`config.mk`:
```
export PLATFORM = sky130hd
export DESIGN_NAME = tlb_and_page_frame_replacement
export DESIGN_NICKNAME = d
export VERILOG_FILES = /design/src/hw/rtl/tlbpfr_pkg.sv /design/src/hw/rtl/tlb_and_page_frame_replacement.sv /design/src/hw/rtl/tlbpfr_ram.sv
export SDC_FILE = /design/constraint.sdc
export NUM_CORES = 2
export LEC_CHECK = 0
export ABC_AREA = 1
export BUFFER_PORTS_ARGS = -buffer_cell sky130_fd_sc_hd__buf_2
export CORE_AREA = 2 2 333 335
export DETAILED_ROUTE_END_ITERATION = 10
export DIE_AREA = 0 0 335 337
export PLACE_DENSITY = 0.81
export SLEW_MARGIN = 40
export SYNTH_ARGS = -nofsm -noshare
export SYNTH_HDL_FRONTEND = slang
export SYNTH_SLANG_ARGS = --single-unit
```
`constraint.sdc`:
```
create_clock -name i_clk -period 6.6 [get_ports i_clk]
set_input_delay 1.32 -clock i_clk [delete_from_list [all_inputs] [get_ports i_clk]]
set_output_delay 1.32 -clock i_clk [all_outputs]
set_load 0.05 [all_outputs]
```
`src/hw/rtl/tlbpfr_pkg.sv`:
```
`default_nettype none
package tlbpfr_pkg;

    localparam int FRAME_DEPTH_DEF = 16;
    localparam int TLB_DEPTH_DEF   = 8;
    localparam int PAGE_BITS_DEF   = 12;

    localparam int CFG_IDX_W  = 2;
    localparam int CFG_DATA_W = 5;

    localparam logic [CFG_IDX_W-1:0] CFG_ALG    = 2'd0;
    localparam logic [CFG_IDX_W-1:0] CFG_WB     = 2'd1;
    localparam logic [CFG_IDX_W-1:0] CFG_FRAMES = 2'd2;
    localparam logic [CFG_IDX_W-1:0] CFG_TLB    = 2'd3;

    localparam logic [1:0] POL_FIFO  = 2'd0;
    localparam logic [1:0] POL_LRU   = 2'd1;
    localparam logic [1:0] POL_CLOCK = 2'd2;

    localparam logic [1:0] OUT_TLB_HIT   = 2'd0;
    localparam logic [1:0] OUT_FRAME_HIT = 2'd1;
    localparam logic [1:0] OUT_FAULT     = 2'd2;

    localparam logic [4:0] FRAMES_RESET = 5'd3;

    typedef enum logic [7:0] {
        S_IDLE  = 8'b0000_0001,
        S_TSCAN = 8'b0000_0010,
        S_FSCAN = 8'b0000_0100,
        S_CLOCK = 8'b0000_1000,
        S_EVRD  = 8'b0001_0000,
        S_INST  = 8'b0010_0000,
        S_TPUT  = 8'b0100_0000,
        S_DONE  = 8'b1000_0000
    } t_state;

endpackage
`default_nettype wire

```
`src/hw/rtl/tlb_and_page_frame_replacement.sv`:
```
`default_nettype none
// TLB and page frame replacement unit.
// Input channel (i_in_valid/o_in_ready) takes one access beat: command
// (0 read, 1 write) and a byte address. Output channel (o_out_valid/
// i_out_ready) gives one result beat per access: outcome, frame, eviction
// details and dirty write-back flag. Configuration beats on i_cfg_* set the
// replacement policy, write-back mode, frame count and TLB size.
// One access is handled at a time. A TLB hit ends the TLB scan and goes on
// to load the result. A TLB miss goes through the TLB scan, the frame scan,
// a CLOCK sweep under the CLOCK policy, the victim read and install (not on
// a frame hit), the TLB update and the loading of the result; with tn TLB
// entries in use and tn = 0 the TLB scan and update are skipped. The scans
// read the page/stamp and TLB memories one entry per cycle.
// The result sits in an output register; a stalled receiver holds the unit
// in its final step until the beat is taken, and the next access is
// accepted as soon as the result is loaded.
// Reset clears all valid, reference and dirty bits, pointers, the access
// counter and the registers to their defaults; memories need no clearing.
module tlb_and_page_frame_replacement #(
    parameter int FRAME_DEPTH = tlbpfr_pkg::FRAME_DEPTH_DEF,
    parameter int TLB_DEPTH   = tlbpfr_pkg::TLB_DEPTH_DEF,
    parameter int PAGE_BITS   = tlbpfr_pkg::PAGE_BITS_DEF
) (
    input  wire logic                             i_clk,
    input  wire logic                             i_rst_n,
    input  wire logic                             i_in_valid,
    output logic                                  o_in_ready,
    input  wire logic                             i_command,
    input  wire logic [31:0]                      i_address,
    output logic                                  o_out_valid,
    input  wire logic                             i_out_ready,
    output logic      [1:0]                       o_outcome,
    output logic      [3:0]                       o_frame,
    output logic                                  o_evicted,
    output logic      [19:0]                      o_evicted_page,
    output logic                                  o_dirty_writeback,
    input  wire logic                             i_cfg_valid,
    output logic                                  o_cfg_ready,
    input  wire logic [tlbpfr_pkg::CFG_IDX_W-1:0]  i_cfg_index,
    input  wire logic [tlbpfr_pkg::CFG_DATA_W-1:0] i_cfg_data
);
    import tlbpfr_pkg::*;

    localparam int FW  = FRAME_DEPTH > 1 ? $clog2(FRAME_DEPTH) : 1;
    localparam int CW  = $clog2(FRAME_DEPTH + 1);
    localparam int TW  = TLB_DEPTH > 1 ? $clog2(TLB_DEPTH) : 1;
    localparam int TCW = $clog2(TLB_DEPTH + 1);
    localparam int SW  = CW > TCW ? CW : TCW;
    localparam int PW  = 32 - PAGE_BITS;
    localparam int TWD = PW + FW + 32;

    // configuration
    logic [1:0] r_alg;
    logic       r_wb;
    logic [4:0] r_frames;
    logic [3:0] r_tlbn;

    // control state
    t_state r_state;
    logic [FRAME_DEPTH-1:0] r_fvalid, r_ref, r_dirty, r_sset;
    logic [TLB_DEPTH-1:0]   r_tvalid;
    logic [FW-1:0] r_fifo, r_hand, r_h, r_hstart, r_v;
    logic [31:0]   r_tick;
    logic [SW-1:0] r_sidx, r_pidx;
    logic          r_pend;
    logic [CW:0]   r_k;

    // per-access working registers
    logic          r_cmd;
    logic [PW-1:0] r_page, r_evpage;
    logic          r_ev, r_dwb;
    logic [1:0]    r_outcome;
    logic          r_emp_ok;
    logic [FW-1:0] r_emp, r_minidx;
    logic [31:0]   r_min;
    logic          r_temp_ok;
    logic [TW-1:0] r_temp, r_tminidx;
    logic [31:0]   r_tmin;

    // output register
    logic          r_out_valid;
    logic [1:0]    r_o_outcome;
    logic [3:0]    r_o_frame;
    logic          r_o_ev, r_o_dwb;
    logic [19:0]   r_o_evpage;

    // memories
    logic [PW-1:0]  w_page_rd, w_page_wd;
    logic [FW-1:0]  w_page_ra;
    logic           w_page_we;
    logic [31:0]    w_stamp_rd;
    logic           w_stamp_we;
    logic [TWD-1:0] w_tlb_rd, w_tlb_wd;
    logic [TW-1:0]  w_tlb_wa;
    logic           w_tlb_we;

    logic [CW-1:0]  w_n;
    logic [TCW-1:0] w_tn;
    logic [SW-1:0]  w_lim;
    logic           w_issue, w_sdone;
    logic [FW-1:0]  w_fp;
    logic [TW-1:0]  w_tp;
    logic [PW-1:0]  w_rd_tpage;
    logic [FW-1:0]  w_rd_tframe;
    logic [31:0]    w_rd_tstamp, w_fstamp;
    logic           w_thit, w_fhit, w_drop;
    logic           w_touch;
    logic [FW-1:0]  w_tf;
    logic [FW-1:0]  w_hand0, w_fifo0, w_hnext;
    logic [FW+3:0]  w_frame_ext;
    logic [PW+19:0] w_evp_ext;
    logic [TW-1:0]  w_tput_idx;

    always_comb begin
        if (r_frames == 5'd0) begin
            w_n = CW'(1);
        end else if ({4'b0, r_frames} > 9'(FRAME_DEPTH)) begin
            w_n = CW'(FRAME_DEPTH);
        end else begin
            w_n = CW'(r_frames);
        end
        if ({3'b0, r_tlbn} > 7'(TLB_DEPTH)) begin
            w_tn = TCW'(TLB_DEPTH);
        end else begin
            w_tn = TCW'(r_tlbn);
        end
    end

    assign w_lim   = (r_state == S_FSCAN) ? SW'(w_n) : SW'(w_tn);
    assign w_issue = r_sidx < w_lim;
    assign w_sdone = !r_pend && !w_issue;
    assign w_fp    = r_pidx[FW-1:0];
    assign w_tp    = r_pidx[TW-1:0];

    assign w_rd_tpage  = w_tlb_rd[TWD-1 -: PW];
    assign w_rd_tframe = w_tlb_rd[FW+31:32];
    assign w_rd_tstamp = w_tlb_rd[31:0];
    assign w_fstamp    = r_sset[w_fp] ? w_stamp_rd : 32'd0;

    assign w_thit = (r_state == S_TSCAN) && r_pend && r_tvalid[w_tp]
                    && (w_rd_tpage == r_page);
    assign w_fhit = (r_state == S_FSCAN) && r_pend && r_fvalid[w_fp]
                    && (w_page_rd == r_page);
    assign w_drop = (r_state == S_TPUT) && r_pend && r_ev && r_tvalid[w_tp]
                    && (w_rd_tpage == r_evpage);

    always_comb begin
        w_touch = 1'b0;
        w_tf    = r_v;
        if (w_thit) begin
            w_touch = CW'(w_rd_tframe) < w_n;
            w_tf    = w_rd_tframe;
        end else if (w_fhit) begin
            w_touch = 1'b1;
            w_tf    = w_fp;
        end else if (r_state == S_INST) begin
            w_touch = 1'b1;
        end
    end

    assign w_hand0 = (CW'(r_hand) < w_n) ? r_hand : '0;
    assign w_fifo0 = (CW'(r_fifo) < w_n) ? r_fifo : '0;
    assign w_hnext = (CW'(r_h) + CW'(1) == w_n) ? '0 : r_h + FW'(1);
    assign w_tput_idx = r_temp_ok ? r_temp : r_tminidx;

    assign w_page_we = (r_state == S_INST);
    assign w_page_wd = r_page;
    assign w_page_ra = (r_state == S_EVRD) ? r_v : r_sidx[FW-1:0];
    assign w_stamp_we = w_touch && (r_alg == POL_LRU);

    always_comb begin
        w_tlb_we = 1'b0;
        w_tlb_wa = w_tp;
        w_tlb_wd = {w_rd_tpage, w_rd_tframe, r_tick};
        if (w_thit) begin
            w_tlb_we = 1'b1;
        end else if (r_state == S_TPUT && w_sdone) begin
            w_tlb_we = 1'b1;
            w_tlb_wa = w_tput_idx;
            w_tlb_wd = {r_page, r_v, r_tick};
        end
    end

    tlbpfr_ram #(.WIDTH(PW), .DEPTH(FRAME_DEPTH)) u_page_ram (
        .i_clk   (i_clk),
        .i_we    (w_page_we),
        .i_waddr (r_v),
        .i_wdata (w_page_wd),
        .i_raddr (w_page_ra),
        .o_rdata (w_page_rd)
    );

    tlbpfr_ram #(.WIDTH(32), .DEPTH(FRAME_DEPTH)) u_stamp_ram (
        .i_clk   (i_clk),
        .i_we    (w_stamp_we),
        .i_waddr (w_tf),
        .i_wdata (r_tick),
        .i_raddr (r_sidx[FW-1:0]),
        .o_rdata (w_stamp_rd)
    );

    tlbpfr_ram #(.WIDTH(TWD), .DEPTH(TLB_DEPTH)) u_tlb_ram (
        .i_clk   (i_clk),
        .i_we    (w_tlb_we),
        .i_waddr (w_tlb_wa),
        .i_wdata (w_tlb_wd),
        .i_raddr (r_sidx[TW-1:0]),
        .o_rdata (w_tlb_rd)
    );

    assign o_in_ready  = (r_state == S_IDLE);
    assign o_cfg_ready = 1'b1;
    assign o_out_valid = r_out_valid;
    assign o_outcome   = r_o_outcome;
    assign o_frame     = r_o_frame;
    assign o_evicted   = r_o_ev;
    assign o_evicted_page    = r_o_evpage;
    assign o_dirty_writeback = r_o_dwb;

    assign w_frame_ext = {4'b0, r_v};
    assign w_evp_ext   = {20'b0, r_evpage};

    // payload-only registers
    always_ff @(posedge i_clk) begin
        if (r_state == S_IDLE && i_in_valid) begin
            r_cmd  <= i_command;
            r_page <= i_address[31:PAGE_BITS];
        end
        if (r_state == S_DONE && (!r_out_valid || i_out_ready)) begin
            r_o_outcome <= r_outcome;
            r_o_frame   <= w_frame_ext[3:0];
            r_o_ev      <= r_ev;
            r_o_dwb     <= r_dwb;
            r_o_evpage  <= r_ev ? w_evp_ext[19:0] : 20'd0;
        end
    end

    always_ff @(posedge i_clk) begin
        if (!i_rst_n) begin
            r_alg       <= POL_FIFO;
            r_wb        <= 1'b0;
            r_frames    <= FRAMES_RESET;
            r_tlbn      <= 4'd0;
            r_state     <= S_IDLE;
            r_fvalid    <= '0;
            r_ref       <= '0;
            r_dirty     <= '0;
            r_sset      <= '0;
            r_tvalid    <= '0;
            r_fifo      <= '0;
            r_hand      <= '0;
            r_tick      <= '0;
            r_pend      <= 1'b0;
            r_sidx      <= '0;
            r_out_valid <= 1'b0;
        end else begin
            if (i_cfg_valid) begin
                case (i_cfg_index)
                    CFG_ALG:    r_alg    <= i_cfg_data[1:0];
                    CFG_WB:     r_wb     <= i_cfg_data[0];
                    CFG_FRAMES: r_frames <= i_cfg_data;
                    CFG_TLB:    r_tlbn   <= i_cfg_data[3:0];
                    default:    ;
                endcase
            end

            if (r_out_valid && i_out_ready) begin
                r_out_valid <= 1'b0;
            end

            // scan pipeline: issue one read per cycle, compare in the cycle after
            if (r_state == S_TSCAN || r_state == S_FSCAN || r_state == S_TPUT) begin
                r_sidx <= r_sidx + SW'(w_issue);
                r_pend <= w_issue;
                r_pidx <= r_sidx;
            end

            if (w_drop) begin
                r_tvalid[w_tp] <= 1'b0;
            end

            case (r_state)
                S_IDLE: begin
                    if (i_in_valid) begin
                        r_tick    <= r_tick + 32'd1;
                        r_ev      <= 1'b0;
                        r_dwb     <= 1'b0;
                        r_sidx    <= '0;
                        r_pend    <= 1'b0;
                        r_emp_ok  <= 1'b0;
                        r_temp_ok <= 1'b0;
                        r_state   <= (w_tn != '0) ? S_TSCAN : S_FSCAN;
                    end
                end
                S_TSCAN: begin
                    if (w_thit) begin
                        r_v       <= w_rd_tframe;
                        r_outcome <= OUT_TLB_HIT;
                        r_state   <= S_DONE;
                    end else if (w_sdone) begin
                        r_sidx  <= '0;
                        r_pend  <= 1'b0;
                        r_state <= S_FSCAN;
                    end
                end
                S_FSCAN: begin
                    if (r_pend && !r_fvalid[w_fp] && !r_emp_ok) begin
                        r_emp_ok <= 1'b1;
                        r_emp    <= w_fp;
                    end
                    if (r_pend && (w_fp == '0 || w_fstamp < r_min)) begin
                        r_min    <= w_fstamp;
                        r_minidx <= w_fp;
                    end
                    if (w_fhit) begin
                        r_v       <= w_fp;
                        r_outcome <= OUT_FRAME_HIT;
                        r_sidx    <= '0;
                        r_pend    <= 1'b0;
                        r_state   <= (w_tn != '0) ? S_TPUT : S_DONE;
                    end else if (w_sdone) begin
                        r_outcome <= OUT_FAULT;
                        if (r_emp_ok) begin
                            r_v     <= r_emp;
                            r_state <= S_EVRD;
                        end else if (r_alg == POL_LRU) begin
                            r_v     <= r_minidx;
                            r_state <= S_EVRD;
                        end else if (r_alg == POL_CLOCK) begin
                            r_h      <= w_hand0;
                            r_hstart <= w_hand0;
                            r_k      <= '0;
                            r_state  <= S_CLOCK;
                        end else begin
                            r_v     <= w_fifo0;
                            r_fifo  <= ((CW'(w_fifo0) + CW'(1)) == w_n) ? '0
                                       : w_fifo0 + FW'(1);
                            r_state <= S_EVRD;
                        end
                    end
                end
                S_CLOCK: begin
                    // give a second chance: a set bit is cleared and the hand advances; a clear bit picks the victim
                    if (!r_ref[r_h]) begin
                        r_v     <= r_h;
                        r_hand  <= w_hnext;
                        r_state <= S_EVRD;
                    end else begin
                        r_ref[r_h] <= 1'b0;
                        r_h        <= w_hnext;
                        r_k        <= r_k + (CW+1)'(1);
                        if (r_k == {w_n, 1'b0}) begin
                            r_v     <= r_hstart;
                            r_hand  <= w_hnext;
                            r_state <= S_EVRD;
                        end
                    end
                end
                S_EVRD: begin
                    r_state <= S_INST;
                end
                S_INST: begin
                    if (r_fvalid[r_v]) begin
                        r_ev     <= 1'b1;
                        r_evpage <= w_page_rd;
                        if (r_wb && r_dirty[r_v]) begin
                            r_dwb          <= 1'b1;
                            r_dirty[r_v]   <= 1'b0;
                        end
                    end
                    r_fvalid[r_v] <= 1'b1;
                    r_sidx  <= '0;
                    r_pend  <= 1'b0;
                    r_state <= (w_tn != '0) ? S_TPUT : S_DONE;
                end
                S_TPUT: begin
                    if (r_pend && !(r_tvalid[w_tp] && !w_drop) && !r_temp_ok) begin
                        r_temp_ok <= 1'b1;
                        r_temp    <= w_tp;
                    end
                    if (r_pend && (w_tp == '0 || w_rd_tstamp < r_tmin)) begin
                        r_tmin    <= w_rd_tstamp;
                        r_tminidx <= w_tp;
                    end
                    if (w_sdone) begin
                        r_tvalid[w_tput_idx] <= 1'b1;
                        r_state <= S_DONE;
                    end
                end
                S_DONE: begin
                    if (!r_out_valid || i_out_ready) begin
                        r_out_valid <= 1'b1;
                        r_state     <= S_IDLE;
                    end
                end
                default: r_state <= S_IDLE;
            endcase

            // touch after any dirty clear so a write re-marks the frame
            if (w_touch) begin
                if (r_alg == POL_CLOCK) begin
                    r_ref[w_tf] <= 1'b1;
                end
                if (r_alg == POL_LRU) begin
                    r_sset[w_tf] <= 1'b1;
                end
                if (r_cmd && r_wb) begin
                    r_dirty[w_tf] <= 1'b1;
                end
            end
        end
    end
endmodule
`default_nettype wire

```
`src/hw/rtl/tlbpfr_ram.sv`:
```
`default_nettype none
module tlbpfr_ram #(
    parameter int WIDTH = 32,
    parameter int DEPTH = 16
) (
    input  wire logic                     i_clk,
    input  wire logic                     i_we,
    input  wire logic [$clog2(DEPTH > 1 ? DEPTH : 2)-1:0] i_waddr,
    input  wire logic [WIDTH-1:0]         i_wdata,
    input  wire logic [$clog2(DEPTH > 1 ? DEPTH : 2)-1:0] i_raddr,
    output logic      [WIDTH-1:0]         o_rdata
);
    logic [WIDTH-1:0] r_mem [DEPTH];

    always_ff @(posedge i_clk) begin
        if (i_we) begin
            r_mem[i_waddr] <= i_wdata;
        end
        o_rdata <= r_mem[i_raddr];
    end
endmodule
`default_nettype wire
```
==> metrics.txt <==
sequential share of the synthesized area 0.7111; hold_sp u_tlb_ram.o_rdata[11]$_DFF_P_; DP Cell Count 7051; Hold Path Depth 0; Worst setup SP type register; Worst-Skew Late Latency 790 ps; total die area 112900 sq um; unrepaired setup endpoints after global routing no; total congestion overflow 0; clk slew on worst S/H paths 60 ps; Tcrit/Tclk final 0.8196; Synth cell types 55; Syn Nets 5912; Worst R2R Setup Slack 1190 ps; critical-path cell list inv_1 > nand2_2 > nor2_4 > nand4_2 > inv_1 > nor2_1 > o21bai_1 > ha_1 > nand2_1 > or2_2 > nand3_1 > nand2_1 > nor2_4 > inv_2 > nand2_1 > o211ai_1 > clkbuf_2 > nor2_4 > buf_4; PwrDens 331.8 nW/um^2; Initial DRC Count 6476; antenna violations before repair 0; CTS Buf Count 165; max cap viols 0; worst-path fanout max 22; status completed; kind of end point of the critical path register; vias per cell 6.358; CTS resizes 0; synth warn 0; library cell with the largest summed area after synthesis edfxtp_1; remaining antenna violation count 0; maximum VDD drop 0.3981 mV; Switch Pwr 6.658 mW; synthesized cell area 68390 sq um; Comb pwr share 0.120; number of global-route vias before repair 45174; Clk network pwr share 0.381; H-tree Lvls 4; # clock sinks 1702; Slew @ Worst Pin 915.7 ps; Remaining DRCs 0; Starting Density 0.6240; GP Congestion 0.9502; Hold Path Sink r_tmin[11]$_DFFE_PP_; IO Count 76; port buffer count 62; Final setup violation count 0; Synth Area per Inst 11.83 sq um; pre-CTS WS 1328 ps; Layout area overhead 11.16%; Core ar. 109600 sq um; CP bufs+invs 5; CTS Hold Bufs 0; Worst slew margin 0.3895; deepest clock path buffer count 3; gr usage total 0.2962; Final WS setup 1191 ps; Reg-to-Reg End u_tlb_ram.r_mem[2][22]$_DFFE_PP_; CTS tree done; Lkg Pwr 25.76 nW; post-synthesis register bit count 1702; design area 76020 sq um; Crit Path Class reg -> reg; DR pass1 iterations 6; min Tclk post-route 5409 ps; share of the synthesized area in the top cell type 0.6388; Sum Neg Setup Slack 0 ps; Overall Power 25.23 mW; Die Wd 335 um; switch share 0.2639; max-slew violations 0; Final Hold Viols 0; Post-synth ARST share 0; DP HPWL 92700 um; RR Startpoint r_state[6]$_SDFFE_PN0P_; via count 46817; Non-Filler Instances 7363; row count 122; Area after DPL 70410 sq um; Mapped Cells 5780; delay-heaviest family, CP simple AND/OR/NAND/NOR gates; slowest stage delay, CP 520 ps; Post-synth EDFFs 1455; Setup Fix Bufs, Post-CTS 0; P_int 18.57 mW; Peak Freq 0.1849 GHz; first-pass GRT wire length 255700 um; top cells by area, synth edfxtp_1 64%, dfxtp_1 7.2%, nor2_1 5.9%; DR WL/cell 22.96 um; Post-Route WL 169100 um; FF-to-FF path depth 19; clock skew 36.24 ps; largest net degree at the start of global routing 181; Root Buffer clkbuf_16; Worst EP required 7020 ps; worst hold path class reg -> reg; # diodes 0; critical path arrival 5830 ps; Die Height 337 um; share of cells above drive strength 1 0.09163; sequential group share of total power 0.500; nets@finish 5925; main flop type after synthesis edfxtp_1; slowest CP cell nor2_4
## registers in the layout, summed over array words and instances, names as in the netlist, 6 cells and up
name                 cells
u_stamp_ram.r_mem      512
u_tlb_ram.r_mem        448
u_page_ram.r_mem       320
u_tlb_ram.o_rdata       56
r_min                   32
r_tick                  32
r_tmin                  32
u_stamp_ram.o_rdata     32
o_evicted_page          20
r_evpage                20
r_page                  20
u_page_ram.o_rdata      20
r_dirty                 16
r_fvalid                16
r_ref                   16
r_sset                  16
r_state                  8
r_tvalid                 8
r_k                      6
## stage by stage
stage               hold WS, ps  utilization
CTS                       437.1       0.6934
global route              439.8       0.6937
global placement          416.5       0.6397
floorplan                 400.3            -
finish                    434.7       0.6937
detailed placement        422.4       0.6425
## cell usage in the layout, fill, tap and decap left out, types with 15 or more instances in the layout
cell and n:
dfxtp_2 31, ha_1 87, nor3_1 38, nand3_1 204, o211ai_1 35, clkbuf_16 169
inv_4 16, nor2_2 21, a21oi_1 146, o22ai_1 177, nor2_4 22, dfxtp_1 214
edfxtp_1 1455, a31oi_1 58, nand4_1 46, inv_1 340, o221ai_1 113, buf_2 62
nand2_1 493, o21ai_0 752, nor2_1 1038, clkbuf_1 51, buf_4 57, bufinv_16 15
clkinv_1 19, clkbuf_8 19, xor2_1 31, o21ai_1 26, nor4_1 16, clkinv_2 24
## power by group through the flow
stage / sequential [mW] / combinational (mW) / clock [mW]
2_1_floorplan: 12.6 / 2.08 / 0
3_3_place_gp: 12.8 / 2.72 / 0
3_5_place_dp: 12.8 / 2.90 / 0
4_1_cts: 12.6 / 2.96 / 9.64
5_1_grt: 12.6 / 3.32 / 10.1
6_report: 12.6 / 3.02 / 9.60
## final cells by class
class                   count  area, sq um
repair buffers            144         1204
clock buffers             239         4682
inverters                 379         1486
clock inverters            72        902.1
well taps                1426         1784
flip-flops and latches   1702        48680
fillers                  6974        33580
multi-input cells        3401        17280
## synthesized netlist by cell type (46+ instances only)
library cell  count
edfxtp_1       1455
clkbuf_1        236
nand2_1         494
o22ai_1         177
a31oi_1          58
o21ai_0         769
nor2_1         1067
ha_1             87
o221ai_1        113
inv_1           361
a21oi_1         149
nand3_1         204
dfxtp_1         247
nand4_1          46
## worst max path at each step
stage / cells past startpoint / from / endpoint / slack [ps]
finish: 19 / r_state[6]$_SDFFE_PN0P_ / u_tlb_ram.r_mem[2][22]$_DFFE_PP_ / 1190
detailed placement: 18 / r_state[6]$_SDFFE_PN0P_ / u_tlb_ram.r_mem[2][25]$_DFFE_PP_ / 1330
global placement: 18 / r_pidx[0]$_DFFE_PP_ / r_min[14]$_DFFE_PP_ / 1470
CTS: 18 / r_state[6]$_SDFFE_PN0P_ / u_tlb_ram.r_mem[2][22]$_DFFE_PP_ / 1280
global route: 19 / r_state[6]$_SDFFE_PN0P_ / u_tlb_ram.r_mem[2][28]$_DFFE_PP_ / 820
floorplan: 19 / r_state[6]$_SDFFE_PN0P_ / u_tlb_ram.r_mem[0][0]$_DFFE_PP_ / 870
## per-layer routing
metal | up-vias | track usage | part of all wire
li1 | 20772 | - | -
met1 | 22660 | 0.4012 | 0.38
met4 | 0 | 0.1265 | 0.037
met3 | 489 | 0.04946 | 0.11
met2 | 2896 | 0.4796 | 0.48
met5 | - | 0 | 0
## logic make-up after synthesis
family | share of synthesized area
simple gates | 0.1162
xor+xnor | 0.005635
compound gates | 0.1122
buf+inv | 0.03877
flops | 0.7111
fa+ha+maj | 0.01592
other cells | 0.00005483
(Power assumes the default switching activity.)
